===== config.mk =====
export PLATFORM = sky130hd
export DESIGN_NAME = lru_key_value_cache
export DESIGN_NICKNAME = d
export VERILOG_FILES = /design/src/rtl/lkvc_pkg.sv /design/src/rtl/lkvc_ctrl.sv /design/src/rtl/lkvc_datapath.sv /design/src/rtl/lru_key_value_cache.sv
export VERILOG_INCLUDE_DIRS = /design/src /design/src/rtl
export SDC_FILE = /design/constraint.sdc
export NUM_CORES = 2
export LEC_CHECK = 0
export ABC_AREA = 1
export BUFFER_PORTS_ARGS = -buffer_cell sky130_fd_sc_hd__buf_2
export CORE_MARGIN = 5
export CORE_UTILIZATION = 60
export CTS_CLUSTER_SIZE = 20
export DETAILED_ROUTE_END_ITERATION = 6
export PLACE_DENSITY = 0.8
export SLEW_MARGIN = 20
export SYNTH_ARGS = -nofsm -noshare
export SYNTH_HDL_FRONTEND = slang
export SYNTH_SLANG_ARGS = --single-unit

===== constraint.sdc =====
create_clock -name i_clk -period 8.1 [get_ports i_clk]
set_input_delay 0 -clock i_clk [delete_from_list [all_inputs] [get_ports i_clk]]
set_output_delay 0 -clock i_clk [all_outputs]
set_load 0.05 [all_outputs]

===== src/rtl/lru_key_value_cache_defines.svh =====
// ---------------------------------------------------------------------------
// LRU key/value cache assertion macros
// Concurrent check wrappers, compiled out when SYNTH is defined.
// ---------------------------------------------------------------------------
`ifndef LRU_KEY_VALUE_CACHE_DEFINES_SVH
`define LRU_KEY_VALUE_CACHE_DEFINES_SVH
`ifndef SYNTH
// Same-cycle implication.
`define LKVC_ASSERT_IMP(label, clk, rst_n, pre, post) \
    label: assert property (@(posedge clk) disable iff (!rst_n) (pre) |-> (post)) \
        else $error("lkvc assertion failed");
// Next-cycle implication.
`define LKVC_ASSERT_NXT(label, clk, rst_n, pre, post) \
    label: assert property (@(posedge clk) disable iff (!rst_n) (pre) |=> (post)) \
        else $error("lkvc assertion failed");
`else
`define LKVC_ASSERT_IMP(label, clk, rst_n, pre, post)
`define LKVC_ASSERT_NXT(label, clk, rst_n, pre, post)
`endif
`endif


===== src/rtl/lkvc_pkg.sv =====
// ---------------------------------------------------------------------------
// LRU key/value cache package
// Sizes, item types and controller/datapath interface types.
// ---------------------------------------------------------------------------
`timescale 1ns / 1ps
package lkvc_pkg;

    localparam int CAPACITY = 16;
    localparam int IDX_W    = (CAPACITY > 1) ? $clog2(CAPACITY) : 1;
    localparam int CNT_W    = $clog2(CAPACITY + 1);
    localparam int CFG_W    = 5;
    localparam int CMP_W    = (CNT_W > CFG_W) ? CNT_W : CFG_W;

    localparam logic [CFG_W-1:0] CFG_RESET = 5'd16;

    typedef struct packed {
        logic               command;
        logic signed [31:0] key;
        logic signed [31:0] value;
    } t_item;

    typedef struct packed {
        logic               found;
        logic signed [31:0] read_value;
        logic               evicted;
    } t_result;

    typedef enum logic [1:0] {
        OP_NONE,
        OP_TOUCH,
        OP_FILL,
        OP_EVICT
    } t_op;

    typedef struct packed {
        logic load;
        logic match;
        logic apply;
        t_op  op;
    } t_cmd;

    typedef struct packed {
        logic is_put;
        logic hit;
        logic room;
    } t_status;

endpackage


===== src/rtl/lkvc_ctrl.sv =====
// ---------------------------------------------------------------------------
// LRU cache controller
// Sequences load, match and apply; picks the update operation.
// ---------------------------------------------------------------------------
`timescale 1ns / 1ps
module lkvc_ctrl (
    input  logic             i_clk,
    input  logic             i_rst_n,
    input  logic             i_start,
    output logic             o_busy,
    output logic             o_strobe,
    input  lkvc_pkg::t_status i_status,
    output lkvc_pkg::t_cmd   o_cmd
);

    typedef enum logic [1:0] {
        S_IDLE,
        S_MATCH,
        S_APPLY
    } t_state;

    t_state       r_state, n_state;
    logic         r_busy, n_busy;
    logic         r_strobe, n_strobe;
    lkvc_pkg::t_op r_op, n_op;

    always_comb begin
        n_state  = r_state;
        n_busy   = r_busy;
        n_strobe = 1'b0;
        n_op     = r_op;
        unique case (r_state)
            S_IDLE: begin
                if (i_start) begin
                    n_state = S_MATCH;
                    n_busy  = 1'b1;
                end
            end
            S_MATCH: begin
                n_state = S_APPLY;
                priority if (i_status.hit) begin
                    n_op = lkvc_pkg::OP_TOUCH;
                end else if (i_status.is_put && i_status.room) begin
                    n_op = lkvc_pkg::OP_FILL;
                end else if (i_status.is_put) begin
                    n_op = lkvc_pkg::OP_EVICT;
                end else begin
                    n_op = lkvc_pkg::OP_NONE;
                end
            end
            S_APPLY: begin
                n_state  = S_IDLE;
                n_busy   = 1'b0;
                n_strobe = 1'b1;
            end
            default: begin
                n_state = S_IDLE;
                n_busy  = 1'b0;
            end
        endcase
    end

    always_ff @(posedge i_clk) begin
        if (!i_rst_n) begin
            r_state  <= S_IDLE;
            r_busy   <= 1'b0;
            r_strobe <= 1'b0;
            r_op     <= lkvc_pkg::OP_NONE;
        end else begin
            r_state  <= n_state;
            r_busy   <= n_busy;
            r_strobe <= n_strobe;
            r_op     <= n_op;
        end
    end

    always_comb begin
        o_cmd.load  = (r_state == S_IDLE) && i_start;
        o_cmd.match = (r_state == S_MATCH);
        o_cmd.apply = (r_state == S_APPLY);
        o_cmd.op    = r_op;
    end

    assign o_busy   = r_busy;
    assign o_strobe = r_strobe;

endmodule


===== src/rtl/lkvc_datapath.sv =====
// ---------------------------------------------------------------------------
// LRU cache datapath
// Entry storage, parallel key/rank match and recency update.
// ---------------------------------------------------------------------------
`timescale 1ns / 1ps
module lkvc_datapath (
    input  logic                          i_clk,
    input  logic                          i_rst_n,
    input  lkvc_pkg::t_item               i_item,
    input  logic                          i_cfg_we,
    input  logic [lkvc_pkg::CFG_W-1:0]    i_cfg_data,
    input  lkvc_pkg::t_cmd                i_cmd,
    output lkvc_pkg::t_status             o_status,
    output lkvc_pkg::t_result             o_result
);

    localparam int N  = lkvc_pkg::CAPACITY;
    localparam int IW = lkvc_pkg::IDX_W;
    localparam int CW = lkvc_pkg::CNT_W;
    localparam int MW = lkvc_pkg::CMP_W;

    logic signed [31:0]          r_keys [N];
    logic signed [31:0]          r_vals [N];
    logic [N-1:0]                r_valid;
    logic [IW-1:0]               r_rank [N];
    logic [CW-1:0]               r_occ;
    logic [lkvc_pkg::CFG_W-1:0]  r_cap;
    lkvc_pkg::t_item             r_item;
    logic [IW-1:0]               r_tgt;
    lkvc_pkg::t_result           r_result;

    logic [N-1:0]  hit_vec, lru_vec;
    logic [IW-1:0] hit_idx, lru_idx, free_idx, tgt;
    logic [IW-1:0] occ_m1;
    logic [MW-1:0] cap_x, eff_cap;
    logic          room;

    // Parallel match over all entries; lowest index wins.
    always_comb begin
        occ_m1   = IW'(r_occ - 1'b1);
        hit_idx  = '0;
        lru_idx  = '0;
        free_idx = '0;
        for (int i = 0; i < N; i++) begin
            hit_vec[i] = r_valid[i] && (r_keys[i] == r_item.key);
            lru_vec[i] = r_valid[i] && (r_rank[i] == occ_m1);
        end
        for (int i = N - 1; i >= 0; i--) begin
            if (hit_vec[i]) hit_idx = IW'(i);
            if (lru_vec[i]) lru_idx = IW'(i);
            if (!r_valid[i]) free_idx = IW'(i);
        end
    end

    // A capacity of zero behaves as one, anything above the size as the size.
    always_comb begin
        cap_x = MW'(r_cap);
        if (cap_x == '0) begin
            eff_cap = MW'(1);
        end else if (cap_x > MW'(N)) begin
            eff_cap = MW'(N);
        end else begin
            eff_cap = cap_x;
        end
        room = MW'(r_occ) < eff_cap;
    end

    always_comb begin
        if (|hit_vec) begin
            tgt = hit_idx;
        end else if (room) begin
            tgt = free_idx;
        end else begin
            tgt = lru_idx;
        end
    end

    assign o_status.is_put = r_item.command;
    assign o_status.hit    = |hit_vec;
    assign o_status.room   = room;

    // Control state.
    always_ff @(posedge i_clk) begin
        if (!i_rst_n) begin
            r_valid <= '0;
            r_occ   <= '0;
            r_cap   <= lkvc_pkg::CFG_RESET;
            for (int i = 0; i < N; i++) begin
                r_rank[i] <= '0;
            end
        end else begin
            if (i_cfg_we) begin
                r_cap <= i_cfg_data;
            end
            if (i_cmd.apply && (i_cmd.op != lkvc_pkg::OP_NONE)) begin
                for (int i = 0; i < N; i++) begin
                    if (r_valid[i] && (IW'(i) != r_tgt) &&
                        ((i_cmd.op != lkvc_pkg::OP_TOUCH) || (r_rank[i] < r_rank[r_tgt]))) begin
                        r_rank[i] <= r_rank[i] + 1'b1;
                    end
                end
                r_rank[r_tgt] <= '0;
                if (i_cmd.op == lkvc_pkg::OP_FILL) begin
                    r_valid[r_tgt] <= 1'b1;
                    r_occ          <= r_occ + 1'b1;
                end
            end
        end
    end

    // Payload.
    always_ff @(posedge i_clk) begin
        if (i_cmd.load) begin
            r_item <= i_item;
        end
        if (i_cmd.match) begin
            r_tgt <= tgt;
        end
        if (i_cmd.apply) begin
            r_result.found      <= (i_cmd.op == lkvc_pkg::OP_TOUCH);
            r_result.evicted    <= (i_cmd.op == lkvc_pkg::OP_EVICT);
            r_result.read_value <= ((i_cmd.op == lkvc_pkg::OP_TOUCH) && !r_item.command)
                                   ? r_vals[r_tgt] : 32'sd0;
            if (i_cmd.op == lkvc_pkg::OP_FILL || i_cmd.op == lkvc_pkg::OP_EVICT) begin
                r_keys[r_tgt] <= r_item.key;
            end
            if (r_item.command && (i_cmd.op != lkvc_pkg::OP_NONE)) begin
                r_vals[r_tgt] <= r_item.value;
            end
        end
    end

    assign o_result = r_result;

endmodule


===== src/rtl/lru_key_value_cache.sv =====
// ---------------------------------------------------------------------------
// LRU key/value cache
// Fully associative key/value store with least-recently-used replacement.
// ---------------------------------------------------------------------------
// Usage:
//   Items enter on i_item when start is high and busy is low. command 0 is a
//   get, 1 a put. Each item gives exactly one result on o_result, marked by
//   o_valid for a single cycle; the receiver cannot hold it off.
//   Sequence: an accepted item passes through key match and then state update,
//   after which the result strobe is registered. busy is high through match
//   and update, so no new item is taken while one is in flight; a new item
//   may be started in the cycle its predecessor's result is shown. The
//   controller's three-step sequence (accept, match, update) sets this order:
//   the parallel key and rank compare in match, the entry and rank writes in update.
//   Capacity in use is written on the i_cfg_* channel (valid/ready), taken
//   only while no item is in flight or being started; 0 acts as 1, above the
//   size as the size.
//   Reset (synchronous, active low) empties the cache, clears all ranks and
//   sets the capacity to the full size; no clearing pass is needed.
// ---------------------------------------------------------------------------
`timescale 1ns / 1ps
`include "lru_key_value_cache_defines.svh"
module lru_key_value_cache (
    input  logic                        i_clk,
    input  logic                        i_rst_n,
    input  logic                        start,
    output logic                        busy,
    input  lkvc_pkg::t_item             i_item,
    output logic                        o_valid,
    output lkvc_pkg::t_result           o_result,
    input  logic                        i_cfg_valid,
    output logic                        o_cfg_ready,
    input  logic [lkvc_pkg::CFG_W-1:0]  i_cfg_data
);

    lkvc_pkg::t_cmd    cmd;
    lkvc_pkg::t_status status;
    logic              cfg_we;

    // Capacity changes only between items; a starting item takes precedence.
    assign o_cfg_ready = !busy && !start;
    assign cfg_we      = i_cfg_valid && o_cfg_ready;

    lkvc_ctrl u_ctrl (
        .i_clk    (i_clk),
        .i_rst_n  (i_rst_n),
        .i_start  (start),
        .o_busy   (busy),
        .o_strobe (o_valid),
        .i_status (status),
        .o_cmd    (cmd)
    );

    lkvc_datapath u_dp (
        .i_clk      (i_clk),
        .i_rst_n    (i_rst_n),
        .i_item     (i_item),
        .i_cfg_we   (cfg_we),
        .i_cfg_data (i_cfg_data),
        .i_cmd      (cmd),
        .o_status   (status),
        .o_result   (o_result)
    );

    // An accepted item keeps the block busy while it is in flight.
    `LKVC_ASSERT_NXT(a_start_busy, i_clk, i_rst_n, start && !busy, busy)
    // The result strobe only comes once the block has released busy.
    `LKVC_ASSERT_IMP(a_strobe_idle, i_clk, i_rst_n, o_valid, !busy)
    // One strobe per item: strobes never come back to back.
    `LKVC_ASSERT_NXT(a_strobe_single, i_clk, i_rst_n, o_valid, !o_valid)
    // A replacement only happens on a miss.
    `LKVC_ASSERT_IMP(a_evict_miss, i_clk, i_rst_n, o_valid && o_result.evicted, !o_result.found)

endmodule


==> run_results.csv <==
group,metric,value,unit
logic_synthesis,synth_nets,4336,
timing,setup_viol,0,
cts,path_clk_slew,60,ps
die,core,0.0863,mm2
global_routing,grt_pass1_vias,35700,
power_and_ir_drop,pwr-share-comb,5.6,%
timing,tns,0,ps
critical_path,reg2reg_slack,3990,ps
timing,slew-limit-headroom,22.7,%
logic_synthesis,synth_top_area_share,65.1,%
critical_path,crit_end,"u_dp.o_result[31]$_SDFFCE_PN0P_",
global_routing,antenna_found_initial,3,
finish,utilization,67.9,%
power_and_ir_drop,p_leak,19.6,nW
die,dieArea,0.0927,mm2
logic_synthesis,avgSynthCellArea,12.4,um2
logic_synthesis,ys_ff_latch,1227,
cts,cts-resized-gates,0,
cts,cts_buffers,115,
logic_synthesis,ys.flop_type,"edfxtp_1",
critical_path,path_class,"flop to flop",
drt,drc,10,
die,rows,108,
drt,wl_per_cell,26.6,um
global_routing,grtUsageTotal,31.1,%
die,die_y,304,um
logic_synthesis,synthArstFlopShare,0,%
cts,cts_max_level,3,
power_and_ir_drop,seqPwrFrac,53.3,%
die,ios,111,
cts,cts_root_buffer,"clkbuf_16",
logic_synthesis,syn_inst,4192,
finish,final_nets,4540,
cts,clock-sinks,1227,
run,drv_cap,0,
critical_path,worstPathMaxFanout,189,
logic_synthesis,yosysUniqueCellTypes,57,
place,place_hpwl,79.6,mm
critical_path,cp-end-kind,"flop",
timing,drv_slew,0,
finish,final_common_cell,"edfxtp_1",
timing,fin_crit,4110,ps
timing,rsz0062_at_grt,"no",
timing,whs,21.3,ps
run_status,status,"finished with violations",
critical_path,reg2reg_from,"u_dp.r_tgt[1]$_DFFE_PN_",
critical_path,critPathArrivalTime,4620,ps
logic_synthesis,yosys_warnings,0,
global_routing,grt_max_degree,262,
min_path,min_path_type,"input pin to flop",
finish,synthToLayoutAreaGrowth,12.7,%
drt,viasPerCell,6.59,
logic_synthesis,synth_seq_area_share,68.9,%
place,routabilityCongestion,0.930,
global_routing,grt_pass1_wl,219,mm
timing,worstMarginPinSlew,1160,ps
cts,clock_latency,700,ps
logic_synthesis,synth_edf_count,1127,
timing,fin_crit_sh,50.7,%
timing,final-hold-violation-count,0,
place,io_buffers,110,
global_routing,grt_overflow,0,
power_and_ir_drop,powerDensity,225,mW/mm2
power_and_ir_drop,p_int,10.2,mW
die,die_width,304,um
min_path,min_from,"i_item[50]",
power_and_ir_drop,p_switching,2.96,mW
critical_path,rr_worst_depth,9,
critical_path,startpoint,"u_dp.r_tgt[1]$_DFFE_PN_",
cts,clockBufferDepth,3,
timing,max_freq,244,MHz
logic_synthesis,yosys.area.top_type,"edfxtp_1",
logic_synthesis,syn_area,0.0520,mm2
finish,final_cell_mix,"1127 x edfxtp_1, 577 x nand2_1, 326 x nand3_1",
drt,drt_first_pass_iters,7,
critical_path,cp-start-kind,"flop",
drt,detail_route.iter0.violations,5664,
critical_path,critPathRequiredTime,8620,ps
drt,via_count,37200,
drt,routed_wl,150,mm
power_and_ir_drop,p_clk_share,41.1,%
die,start_util,60.2,%
critical_path,r2r-end,"u_dp.o_result[31]$_SDFFCE_PN0P_",
power_and_ir_drop,vdd_ir_drop_max,0.225,mV
drt,ant_nets,0,
logic_synthesis,yosys-top-cells-area,"edfxtp_1 65%, nand2_1 4.2%, dfxtp_1 3.9%, nand3_1 3.1%, xnor2_1 2.4%",
timing,skew,26.1,ps
run_status,violations,"design-rule violations",
power_and_ir_drop,swShare,22.4,%
cts,cts_tree,"yes",
finish,drive_above_1_share,10.3,%
==> area by class of cell <==
class / count / area [um2]
clock inverters: 82 / 756
well taps: 1155 / 1450
flip-flops and latches: 1227 / 35800
diodes: 2 / 5.00
multi-input cells: 2490 / 14300
clock buffers: 135 / 3000
fillers: 5709 / 27700
repair buffers: 297 / 2260
inverters: 265 / 1010
==> repair_timing <==
action / in CTS / in global routing
hold endpoints to repair: 102 / 0
buffers inserted: 0 / 0
hold buffers: 106 / 0
==> cells in the mapped netlist (all sizes together), types with 15 or more instances <==
| library cell | n |
|---|---|
| a211oi | 26 |
| a21boi | 15 |
| a21oi | 162 |
| a221oi | 21 |
| a22o | 22 |
| a22oi | 132 |
| a31oi | 131 |
| buf | 87 |
| clkbuf | 123 |
| dfxtp | 100 |
| edfxtp | 1127 |
| ha | 70 |
| inv | 260 |
| nand2 | 582 |
| nand3 | 326 |
| nand4 | 57 |
| nor2 | 237 |
| nor3 | 48 |
| nor4 | 48 |
| o211ai | 24 |
| o21ai | 229 |
| o22ai | 73 |
| or2 | 28 |
| xnor2 | 143 |
| xor2 | 54 |
==> critical path: stages, from the launching register on <==
cell	delay [ps]
edfxtp_1	410
buf_12	240
buf_16	360
nor2_4	690
buf_4	470
buf_4	800
a22oi_1	160
a31oi_1	280
nor4_1	100
nor2_1	160
==> metal layers <==
metal / track usage, % / vias up / routed length (um)
met5: 0 / - / 15
met4: 13.8 / 2 / 7580
met3: 8.34 / 569 / 21700
met2: 49.2 / 3039 / 69300
met1: 41.0 / 17700 / 51600
li1: - / 15900 / -
==> state kept, by name (all words and copies together), names as in the netlist, named ones only <==
signal	count
u_dp.r_keys	512
u_dp.r_vals	512
u_dp.r_item	64
u_dp.r_rank	64
u_dp.o_result	34
u_dp.r_valid	16
u_dp.cap_x	5
u_dp.r_occ	5
u_dp.r_tgt	4
u_ctrl.r_op	2
u_ctrl.r_state	2
u_ctrl.o_busy	1
u_ctrl.o_strobe	1
u_dp.o_status	1
==> how the worst min path moves through the flow <==
stage	end	depth (start not counted)
CTS	u_dp.r_item[57]$_DFFE_PP_	2
floorplan	u_dp.o_status[2]$_DFFE_PP_	0
global placement	u_dp.r_item[30]$_DFFE_PP_	1
global route	u_dp.r_item[17]$_DFFE_PP_	2
finish	u_dp.r_item[50]$_DFFE_PP_	2
detailed placement	u_dp.r_item[47]$_DFFE_PP_	1
==> power groups by stage <==
| stage | Sequential, mW | Clock [mW] | Combinational (mW) |
|---|---|---|---|
| after floorplan | 7.16 | 0 | 0.397 |
| after global placement | 7.15 | 0 | 0.650 |
| after detailed placement | 7.16 | 0 | 0.668 |
| after CTS | 7.02 | 5.41 | 0.713 |
| after global routing | 7.03 | 5.71 | 0.781 |
| final | 7.02 | 5.42 | 0.744 |
==> metrics by stage <==
step | worst slack [ps] | instances | area (um2) | total power [mW]
after floorplan | 2790 | 4192 | 52000 | 7.56
after global placement | 4310 | 5327 | 53800 | 7.80
after detailed placement | 4270 | 5327 | 53800 | 7.82
after CTS | 4160 | 5650 | 58600 | 13.1
after global routing | 3900 | 5652 | 58600 | 13.5
final | 3990 | 5653 | 58600 | 13.2
==> logic make-up after synthesis <==
logic type               synth area share, %
AO/OA/AOI/OAI                           10.6
buffers and inverters                   3.97
flip-flops                              68.9
XOR/XNOR                                3.35
AND/OR/NAND/NOR                         11.4
adder cells (fa/ha/maj)                 1.68
Note: power is estimated with default switching activity, not from simulation.
